===== src/ccq_pkg.sv =====
// Package for the coalescing command queue: payload structs, status codes, constants.
// No dependencies.
`default_nettype none
package ccq_pkg;
    localparam int QueueDepthDefault = 16;
    localparam logic [13:0] LimitAReset = 14'd9830;
    localparam logic [13:0] LimitBReset = 14'd7373;
    localparam logic [2:0] KIND_ACCUM = 3'd1;

    typedef enum logic [2:0] {
        ST_APPENDED = 3'd0,
        ST_COALESCED = 3'd1,
        ST_EVICTED = 3'd2,
        ST_REJECTED = 3'd3,
        ST_POPPED = 3'd4,
        ST_EMPTY = 3'd5
    } t_status;

    localparam logic REQ_PUSH = 1'b0;
    localparam logic REQ_POP = 1'b1;
    localparam logic CFG_LIMIT_A = 1'b0;
    localparam logic CFG_LIMIT_B = 1'b1;

    typedef struct packed {
        logic req_type;
        logic [2:0] cmd_kind;
        logic signed [15:0] value_a;
        logic signed [15:0] value_b;
        logic flag_in;
    } t_in;

    typedef struct packed {
        logic [2:0] status;
        logic [2:0] out_kind;
        logic signed [15:0] out_a;
        logic signed [15:0] out_b;
        logic out_flag;
        logic [31:0] out_sequence;
        logic [4:0] occupancy;
    } t_out;

    // One queue entry as stored in memory.
    typedef struct packed {
        logic [2:0] kind;
        logic signed [15:0] a;
        logic signed [15:0] b;
        logic flag;
        logic [31:0] sequence_num;
    } t_entry;

    // Symmetric clamp of a 17-bit sum to +-limit.
    function automatic logic signed [15:0] clamp_sym(logic signed [16:0] v, logic [13:0] lim);
        logic signed [16:0] l;
        begin
            l = signed'({3'b000, lim});
            if (v > l) clamp_sym = l[15:0];
            else if (v < -l) clamp_sym = 16'(-l);
            else clamp_sym = v[15:0];
        end
    endfunction
endpackage
`default_nettype wire


===== src/coalescing_command_queue_top.sv =====
// Top level of the coalescing command queue: sequencer over one entry memory.
// Depends on ccq_pkg.
//
// Usage: requests arrive on i_in (valid/stall); each yields exactly one result on
// o_out (valid/stall). A push of a coalescible kind walks the queue from newest to
// oldest, one memory read per entry, stopping at a critical entry or a match.
// A full-queue append walks from the head to find the oldest coalescible entry and
// then moves later entries up one slot, one read and one write per entry.
// A push takes longer as occupancy grows, longest for an eviction: the walk over
// the entry memory sets its duration. One request is in flight at a time.
// A finished result sits in the output register; the next request is taken while it
// waits, and processing of that request stops only if it finishes while the
// previous result is still stalled.
// Reset clears pointers, count and sequence number (to one) and reloads the limit
// registers; the entry memory is not cleared and needs no clearing pass.
`default_nettype none
module coalescing_command_queue_top
    import ccq_pkg::*;
#(
    parameter int QUEUE_DEPTH = QueueDepthDefault
) (
    input  wire logic i_clk,
    input  wire logic i_rst_n,
    input  wire logic i_valid,
    output logic o_stall,
    input  wire t_in i_in,
    output logic o_valid,
    input  wire logic i_stall,
    output t_out o_out,
    input  wire logic i_cfg_we,
    input  wire logic i_cfg_index,
    input  wire logic [13:0] i_cfg_data
);
    localparam int IW = $clog2(QUEUE_DEPTH);
    localparam int CW = $clog2(QUEUE_DEPTH + 1);

    typedef enum logic [3:0] {
        S_IDLE, S_SRCH_RD, S_SRCH_CHK, S_FULL, S_EV_RD, S_EV_CHK,
        S_SH_RD, S_SH_WR, S_APPEND, S_POP_RD, S_POP_OUT, S_DONE
    } t_state;

    t_state r_state;
    t_entry r_mem [QUEUE_DEPTH];
    t_entry r_rdata;
    logic [IW-1:0] r_head;
    logic [CW-1:0] r_count;
    logic [31:0] r_seq;
    logic [13:0] r_lim_a, r_lim_b;
    t_in r_req;
    logic [CW-1:0] r_off;
    t_out r_res;
    logic r_out_valid;
    t_out r_out;
    logic [2:0] r_status;

    // Memory port: one read and one write per cycle.
    logic mem_re, mem_we;
    logic [IW-1:0] mem_raddr, mem_waddr;
    t_entry mem_wdata;

    function automatic logic [IW-1:0] slot(logic [IW-1:0] h, logic [CW-1:0] off);
        logic [CW:0] s;
        begin
            s = {1'b0, off} + (CW+1)'(h);
            if (s >= (CW+1)'(QUEUE_DEPTH)) s = s - (CW+1)'(QUEUE_DEPTH);
            slot = s[IW-1:0];
        end
    endfunction

    always_ff @(posedge i_clk) begin
        if (mem_we) r_mem[mem_waddr] <= mem_wdata;
        if (mem_re) r_rdata <= r_mem[mem_raddr];
    end

    logic coal_req, can_take, out_free;
    assign coal_req = (r_req.cmd_kind <= 3'd3);
    assign out_free = !r_out_valid || !i_stall;
    assign can_take = (r_state == S_IDLE);
    assign o_stall = !can_take;
    assign o_valid = r_out_valid;
    assign o_out = r_out;

    // Combinational memory control derived from state.
    always_comb begin
        mem_re = 1'b0;
        mem_we = 1'b0;
        mem_raddr = '0;
        mem_waddr = '0;
        mem_wdata = r_rdata;
        case (r_state)
            S_SRCH_RD: begin
                mem_re = 1'b1;
                mem_raddr = slot(r_head, r_count - r_off - CW'(1));
            end
            S_SRCH_CHK: begin
                if (r_rdata.kind <= 3'd3 && r_rdata.kind == r_req.cmd_kind) begin
                    mem_we = 1'b1;
                    mem_waddr = slot(r_head, r_count - r_off - CW'(1));
                    if (r_req.cmd_kind == KIND_ACCUM) begin
                        mem_wdata.a = clamp_sym(17'(r_rdata.a) + 17'(r_req.value_a), r_lim_a);
                        mem_wdata.b = clamp_sym(17'(r_rdata.b) + 17'(r_req.value_b), r_lim_b);
                    end else begin
                        mem_wdata.a = r_req.value_a;
                        mem_wdata.b = r_req.value_b;
                        mem_wdata.flag = r_req.flag_in;
                    end
                end
            end
            S_EV_RD, S_POP_RD: begin
                mem_re = 1'b1;
                mem_raddr = slot(r_head, r_off);
            end
            S_SH_RD: begin
                mem_re = 1'b1;
                mem_raddr = slot(r_head, r_off + CW'(1));
            end
            S_SH_WR: begin
                mem_we = 1'b1;
                mem_waddr = slot(r_head, r_off);
            end
            S_APPEND: begin
                mem_we = 1'b1;
                mem_waddr = slot(r_head, r_count);
                mem_wdata.kind = r_req.cmd_kind;
                mem_wdata.a = coal_req ? r_req.value_a : '0;
                mem_wdata.b = coal_req ? r_req.value_b : '0;
                mem_wdata.flag = coal_req ? r_req.flag_in : 1'b0;
                mem_wdata.sequence_num = r_seq;
            end
            default: ;
        endcase
    end

    // Sequencer, registers and output stage.
    always_ff @(posedge i_clk) begin
        if (!i_rst_n) begin
            r_state <= S_IDLE;
            r_head <= '0;
            r_count <= '0;
            r_seq <= 32'd1;
            r_lim_a <= LimitAReset;
            r_lim_b <= LimitBReset;
            r_out_valid <= 1'b0;
        end else begin
            if (i_cfg_we) begin
                if (i_cfg_index == CFG_LIMIT_A) r_lim_a <= i_cfg_data;
                else r_lim_b <= i_cfg_data;
            end
            if (r_out_valid && !i_stall) r_out_valid <= 1'b0;
            case (r_state)
                S_IDLE: begin
                    if (i_valid) begin
                        r_req <= i_in;
                        r_off <= '0;
                        r_res <= '0;
                        if (i_in.req_type == REQ_POP) begin
                            if (r_count == '0) begin
                                r_res.status <= ST_EMPTY;
                                r_res.occupancy <= 5'(r_count);
                                r_state <= S_DONE;
                            end else r_state <= S_POP_RD;
                        end else if (i_in.cmd_kind <= 3'd3 && r_count != '0)
                            r_state <= S_SRCH_RD;
                        else r_state <= S_FULL;
                    end
                end
                S_SRCH_RD: r_state <= S_SRCH_CHK;
                S_SRCH_CHK: begin
                    if (r_rdata.kind > 3'd3) r_state <= S_FULL;
                    else if (r_rdata.kind == r_req.cmd_kind) begin
                        r_res.status <= ST_COALESCED;
                        r_res.occupancy <= 5'(r_count);
                        r_state <= S_DONE;
                    end else if (r_off + CW'(1) == r_count) r_state <= S_FULL;
                    else begin
                        r_off <= r_off + CW'(1);
                        r_state <= S_SRCH_RD;
                    end
                end
                S_FULL: begin
                    r_off <= '0;
                    r_status <= ST_APPENDED;
                    if (r_count == CW'(QUEUE_DEPTH)) r_state <= S_EV_RD;
                    else r_state <= S_APPEND;
                end
                S_EV_RD: r_state <= S_EV_CHK;
                S_EV_CHK: begin
                    if (r_rdata.kind <= 3'd3) begin
                        r_status <= ST_EVICTED;
                        if (r_off + CW'(1) == r_count) begin
                            r_count <= r_count - CW'(1);
                            r_state <= S_APPEND;
                        end else r_state <= S_SH_RD;
                    end else if (r_off + CW'(1) == r_count) begin
                        r_res.status <= ST_REJECTED;
                        r_res.occupancy <= 5'(r_count);
                        r_state <= S_DONE;
                    end else begin
                        r_off <= r_off + CW'(1);
                        r_state <= S_EV_RD;
                    end
                end
                S_SH_RD: r_state <= S_SH_WR;
                S_SH_WR: begin
                    if (r_off + CW'(2) == r_count) begin
                        r_count <= r_count - CW'(1);
                        r_state <= S_APPEND;
                    end else begin
                        r_off <= r_off + CW'(1);
                        r_state <= S_SH_RD;
                    end
                end
                S_APPEND: begin
                    r_seq <= r_seq + 32'd1;
                    r_count <= r_count + CW'(1);
                    r_res.status <= r_status;
                    r_res.occupancy <= 5'(r_count + CW'(1));
                    r_state <= S_DONE;
                end
                S_POP_RD: r_state <= S_POP_OUT;
                S_POP_OUT: begin
                    r_res.status <= ST_POPPED;
                    r_res.out_kind <= r_rdata.kind;
                    r_res.out_a <= r_rdata.a;
                    r_res.out_b <= r_rdata.b;
                    r_res.out_flag <= r_rdata.flag;
                    r_res.out_sequence <= r_rdata.sequence_num;
                    r_res.occupancy <= 5'(r_count - CW'(1));
                    r_count <= r_count - CW'(1);
                    r_head <= slot(r_head, CW'(1));
                    r_state <= S_DONE;
                end
                S_DONE: begin
                    if (out_free) begin
                        r_out <= r_res;
                        r_out_valid <= 1'b1;
                        r_state <= S_IDLE;
                    end
                end
                default: r_state <= S_IDLE;
            endcase
        end
    end
endmodule
`default_nettype wire


===== config.mk =====
export PLATFORM = sky130hd
export DESIGN_NAME = coalescing_command_queue_top
export DESIGN_NICKNAME = d
export VERILOG_FILES = /design/src/ccq_pkg.sv /design/src/coalescing_command_queue_top.sv
export SDC_FILE = /design/constraint.sdc
export NUM_CORES = 2
export LEC_CHECK = 0
export ABC_CLOCK_PERIOD_IN_PS = 12600
export BUFFER_PORTS_ARGS = -buffer_cell sky130_fd_sc_hd__buf_2
export CORE_MARGIN = 2
export CORE_UTILIZATION = 25
export CTS_CLUSTER_SIZE = 28
export DETAILED_ROUTE_END_ITERATION = 16
export GPL_ROUTABILITY_DRIVEN = 0
export GPL_TIMING_DRIVEN = 0
export HOLD_SLACK_MARGIN = 0.15
export PLACE_DENSITY = 0.5
export SKIP_CTS_REPAIR_TIMING = 1
export SYNTH_ARGS = -nofsm -noshare
export SYNTH_HDL_FRONTEND = slang
export SYNTH_SLANG_ARGS = --single-unit

===== constraint.sdc =====
create_clock -name i_clk -period 12.6 [get_ports i_clk]
set_input_delay 0.63 -clock i_clk [delete_from_list [all_inputs] [get_ports i_clk]]
set_output_delay 0.63 -clock i_clk [all_outputs]
set_load 0.01 [all_outputs]

* Word level (Yosys, flattened, before mapping)
Memory sizes are Yosys's and may differ from the RTL's. A register that Yosys moved wholly into a read port is not among the register bits. Cells that the tools add are included.
Cells by class: $add $sub $neg 21, multiply operators 0, div/mod/pow operators 0, order comparisons 13, eq/ne operators 26, shifts and indexed selects 0, muxes and demuxes 72, bitwise gates (word level) 1, reduce and logical (&&, ||, !) cells 29
Operators with widths (number):
- $pmux 68 s2 | 1
- $mux 16 | 6
- $mux 76 | 1
- $mux 5 | 15
- $pmux 33 s2 | 1
- $mux 32 | 2
- $mux 4 | 16
- $pmux 5 s5 | 2
- $pmux 4 s11 | 1
- $add 16x16->17 | 2
- $gt 17x15->1 | 2
- $lt 17x17->1 | 2
- $neg 14->17 | 2
- $mux 33 | 1
- $add 32x1->32 const B | 1
- $add 5x4->6 | 4
- $ge 6x5->1 const B | 4
- $mux 3 | 8
- $pmux 4 s3 | 2
- $ne 2x2->1 const B | 10
- $pmux 5 s4 | 1
- $sub 4x1->4 const B | 5
- $eq 4x3->1 const B | 4
- $eq 4x4->1 const B | 4
- 34 further kinds | 65
Storage, ports and cells: flip-flop bits (word level) 270, latch bits 0, RAM bits 1088, ROM bits 0, output and inout bits 78, word-level logic and storage cells 190, memories kept 1
Memories:
- r_mem | depth 16, width 68, rd ports 1, clocked after memory_dff 1, wr ports 1, RTL line coalescing_command_queue_top.sv:43 | t_entry r_mem [QUEUE_DEPTH];

* Longest topological paths before layout
word-level depth 7, gate-level depth with buffers 22, gate-level depth less buffers 21

* Least setup slack after synthesis
Ideal clock, no wire load.
path kind register to register, start point register r_off[0], end point memory r_mem[4][0] in the netlist's numbering (enable), arrival 5.453 ns, data required time 12.105 ns, setup slack 6.652 ns, cell stages (with the launch flop) 12, cell sequence edfxtp_1 > inv_1 > ha_1 > fa_1 > ha_1 > a21o_1 > a21oi_1 > xnor2_1 > xnor2_1 > a222oi_1 > nand2b_1 > nor2_1
Between the ends: cells in the longest elaborated chain, start to end 7, elaborated cells between the ends (all ways) 12
RTL lines:
- start, declared | RTL line coalescing_command_queue_top.sv:50 | logic [CW-1:0] r_off;
- start signal, assigned | RTL line coalescing_command_queue_top.sv:176 | r_off <= r_off + CW'(1);
- start signal, assigned | RTL line coalescing_command_queue_top.sv:199 | r_off <= r_off + CW'(1);
- start signal, assigned | RTL line coalescing_command_queue_top.sv:209 | r_off <= r_off + CW'(1);
- $sub 5x5->5 | RTL line coalescing_command_queue_top.sv:98 | mem_waddr = slot(r_head, r_count - r_off - CW'(1));
- $sub 5x1->5 | RTL line coalescing_command_queue_top.sv:98
- $add 5x4->6 | RTL line coalescing_command_queue_top.sv:64 | s = {1'b0, off} + (CW+1)'(h);
- $ge 6x5->1 / $sub 4x1->4 (equally long branches) | RTL line coalescing_command_queue_top.sv:65 | if (s >= (CW+1)'(QUEUE_DEPTH)) s = s - (CW+1)'(QUEUE_DEPTH);
- $mux 4 | RTL line coalescing_command_queue_top.sv:65
- $mux 4 | RTL line coalescing_command_queue_top.sv:96 | if (r_rdata.kind <= 3'd3 && r_rdata.kind == r_req.cmd_kind) begin
- $pmux 4 s3 (*) | RTL line coalescing_command_queue_top.sv:90 | case (r_state)
- end, declared | RTL line coalescing_command_queue_top.sv:43
Mark *: on every way between the ends. The rest lies on a longest branch, timed or not.

==> metrics.md <==
| Metric | Value |
|---|---|
| Outcome | complete, but fails checks |
| Violated checks | max-capacitance violations |
| Worst Path Arrival | about 7100 ps |
| Clock share of power | 28.2% |
| CTS Buf Count | 151 |
| Hold slack | around 190 ps |
| Post-Syn Instances | between 4k and 5k |
| Met1 WL | 84100 um |
| Required @ worst endpoint | about 13000 ps |
| Critical Path Sink Type | flip-flop |
| Worst rel slew slack | 1.02% |
| Final HPWL DP | 131000 um |
| Pwr per Cell Area | 221 nW/um^2 |
| Final #Nets | 5197 |
| Longest Clk Path Bufs | 3 |
| Post-synth top area share | 66.6% |
| Max-slew violations | 0 |
| Cell Area, Synth | between 60000 and 70000 sq um |
| Yosys warning count | 0 |
| Metal3 WL | 10200 um |
| Vias in the first global route | 38.8k |
| GRT Total Usage | 14.6% |
| Sw power | 5750 uW |
| Compound-cell area share of the yosys netlist | 12.9% |
| Die Area | about 250000 sq um |
| Pin count of the biggest net entering global routing | 38 |
| Port Buffers | 134 |
| Worst setup SP type | flip-flop |
| Iteration-0 DRC Markers | around 3.7k |
| Clk_skew | 26.0 ps |
| Slew at the pin with the worst max-slew slack | about 1500 ps |
| Die Y | 497 um |
| Int Power | around 10000 uW |
| Post-synth EDFFs | 1350 |
| Area growth syn-to-layout | 18.9% |
| Clock Latency Late Sink | 800 ps |
| CTS Sinks | roughly 1.4k |
| Syn_nets | 4801 |
| Vias per cell | between 4 and 5 |
| Clock-pin slew on the worst setup and hold paths | 60 ps |
| Routed vias | 39.7k |
| Placeable Area | between 200000 and 250000 sq um |
| # setup viols final | 0 |
| Uppermost layer routed | met4 |
| Routed met2 length | 87100 um |
| Die W | about 500 um |
| Reg power frac | 39.8% |
| First-pass GRT wire length | 269000 um |
| Critical path class | flip-flop to flip-flop |
| Routed wire length | 186000 um |
| Simple-Gate Fraction of Synth Area | 11.3% |
| Clock Tree Root | clkbuf_16 |
| DRT Pass-1 Iters | 6 |
| Distinct cells, synth | slightly above 70 |
| Avg Cell Area, Syn | 13.2 sq um |
| Routed len/inst | 22.3 um |
| Crit path max fanout | 16 |
| Leakage | around 0.024 uW |
| # DRC | 0 |
| XOR/XNOR share of the synthesized area | 1.66% |
| Post-synthesis mux area share | less than 1% |
| Initial antenna violation count | 10 |
| Share of layout cells above drive strength 1 | just over 10% |
| Initial Util | between 20 and 30% |
| Rows | 181 |
| Synth area leader | edfxtp_1 |
| Tmin final | 6630 ps |
| Setup_tns | 0 ps |
| Async set-or-reset flop fraction in the synthesized netlist | 0% |
| Net Sw Frac | 36.0% |
| Final hold violations | 0 |
| Maxcap violations | 1 |
| Tcrit/Tclk final | 52.6% |
| H-tree depth | 4 |
| Min-delay worst type | input port to flip-flop |
| Synth top area cells | edfxtp_1, nand2_1, a211oi_1 |
| Synth Flop Type | edfxtp_1 |
| Worst VDD drop | between 0.15 and 0.2 mV |
| Post-route ant nets | 0 |
| Post-synthesis adder-cell area fraction | 2.59% |
| Sequential fraction of the synthesis area | 69.0% |
| CTS tree | built |
| Largest family of logic cells by synthesized area | compound AO/OA/AOI/OAI gates |
| RSZ-0062 raised after global routing | no |
| Grt total ovfl | 0 |
| Synth Register Bits | 1424 |
| Fmax | 151 MHz |
| Logic pwr share | about a third |
| Num ports | approximately 140 |
cells in the mapped netlist (all sizes together) (16+ instances only):
cell type / n
edfxtp: 1350
nand2: 786
and2: 381
a211oi: 349
clkbuf: 236
a21oi: 227
a31oi: 152
a311oi: 136
ha: 114
nor2: 112
xnor2: 86
o21ai: 82
dfxtp: 74
buf: 62
inv: 61
nand3: 42
o211ai: 29
xor2: 29
nor3: 28
a21o: 27
nand2b: 22
nand4: 19
a22oi: 18
a21boi: 17
nor2b: 16
registers in the layout (all words and copies together), names as in the netlist:
signal    cells
o_valid       1
r_lim_b      14
r_seq        32
o_out        76
r_rdata      68
r_count       5
r_lim_a      14
r_mem      1088
r_req        36
r_state       4
r_off         5
r_head        4
r_status      1
r_res        76
stage by stage:
stage          cell area [sq um]  worst slack (ps)  utilization (%)  power, uW  instances
6_report                   72400              5970             29.8      16000       8349
5_1_grt                    72400              5510             29.8      16800       8347
4_1_cts                    71900              5880             29.6      16100       8295
3_5_place_dp               66800              5950             27.6      11500       8016
3_3_place_gp               65500              2540             27.0      11400       7959
2_1_floorplan              60900              6650                -       9400       4623
critical path, cell delays in order (launching register included):
cell	delay [ps]
edfxtp_1	490
ha_1	240
inv_1	60
fa_1	400
nand2b_1	190
a21oi_1	400
nor2b_1	90
o21ai_0	300
a21o_1	160
a21oi_1	80
xnor2_1	360
ha_1	330
nand3_1	90
nand2_1	50
a211o_1	310
o31ai_1	600
inv_1	100
o31ai_1	370
a2111oi_4	180
nand2b_1	310
o32a_1	270
o21ai_1	880
power by group through the flow:
stage	Combinational, uW	Clock, uW	Sequential, uW
after detailed placement	5070	0	6470
after global placement	4890	0	6530
final	5100	4520	6370
after floorplan	3030	0	6380
after global routing	5580	4780	6400
after CTS	5090	4610	6370
cells in the final DEF (no fill, tap or decap), drive strengths merged, types with 10 or more instances in the layout:
cell	Yosys	final
dlygate4sd3	0	50
clkinv	0	55
xnor2	86	86
a211oi	349	349
edfxtp	1350	1350
nand2	786	786
a21o	27	27
o211ai	29	29
nand4	19	19
or3	10	10
o31ai	14	14
clkbuf	236	434
and2	381	381
a21boi	17	17
and3	12	12
bufinv	0	15
nor2	112	112
nand3	42	42
mux2i	13	13
o21ai	82	82
nor2b	16	16
xor2	29	29
nor3	28	28
nand2b	22	22
buf	62	255
a22oi	18	18
dfxtp	74	74
a311oi	136	136
a21oi	227	227
inv	61	70
a31oi	152	152
ha	114	114
metal layers:
metal | vias to the layer above | GRT usage (%)
met5 | - | 0
met1 | 19900 | 20.2
met2 | 1255 | 23.9
met3 | 229 | 1.94
met4 | 0 | 4.13
li1 | 18300 | -
cells by family (layout without fill, tap and decap cells):
kind of cell,Yosys count,after routing
flip-flops,1424,1424
AND/OR/NAND/NOR,1458,1458
other,0,2
AO/OA/AOI/OAI,1130,1130
buffers and inverters,359,881
multiplexers,15,15
XOR/XNOR,115,115
adder cells (fa/ha/maj),122,122
path summary, 6_finish.rpt:
| path | start | endpoint | slack [ps] | depth (start not counted) |
|---|---|---|---|---|
| setup / recovery | r_req[1] | r_mem[6][37] | 5970 | 21 |
| hold / removal | i_cfg_index | r_lim_a[0] | 190 | 4 |
| setup reg to reg | r_req[1] | r_mem[6][37] | 5970 | 21 |
| hold reg to reg | r_res[71] | o_out[71] | 410 | 0 |
final cells by class:
type,instances,area (sq um)
fillers,24300,170000
flip-flops and latches,1424,42000
multi-input cells,2840,17600
clock buffers,198,4120
well taps,3202,4010
repair buffers,243,2270
plain buffers,298,1190
clock inverters,81,897
inverters,61,229
diodes,2,5.00
No activity file was read; power rests on OpenSTA's default activity.
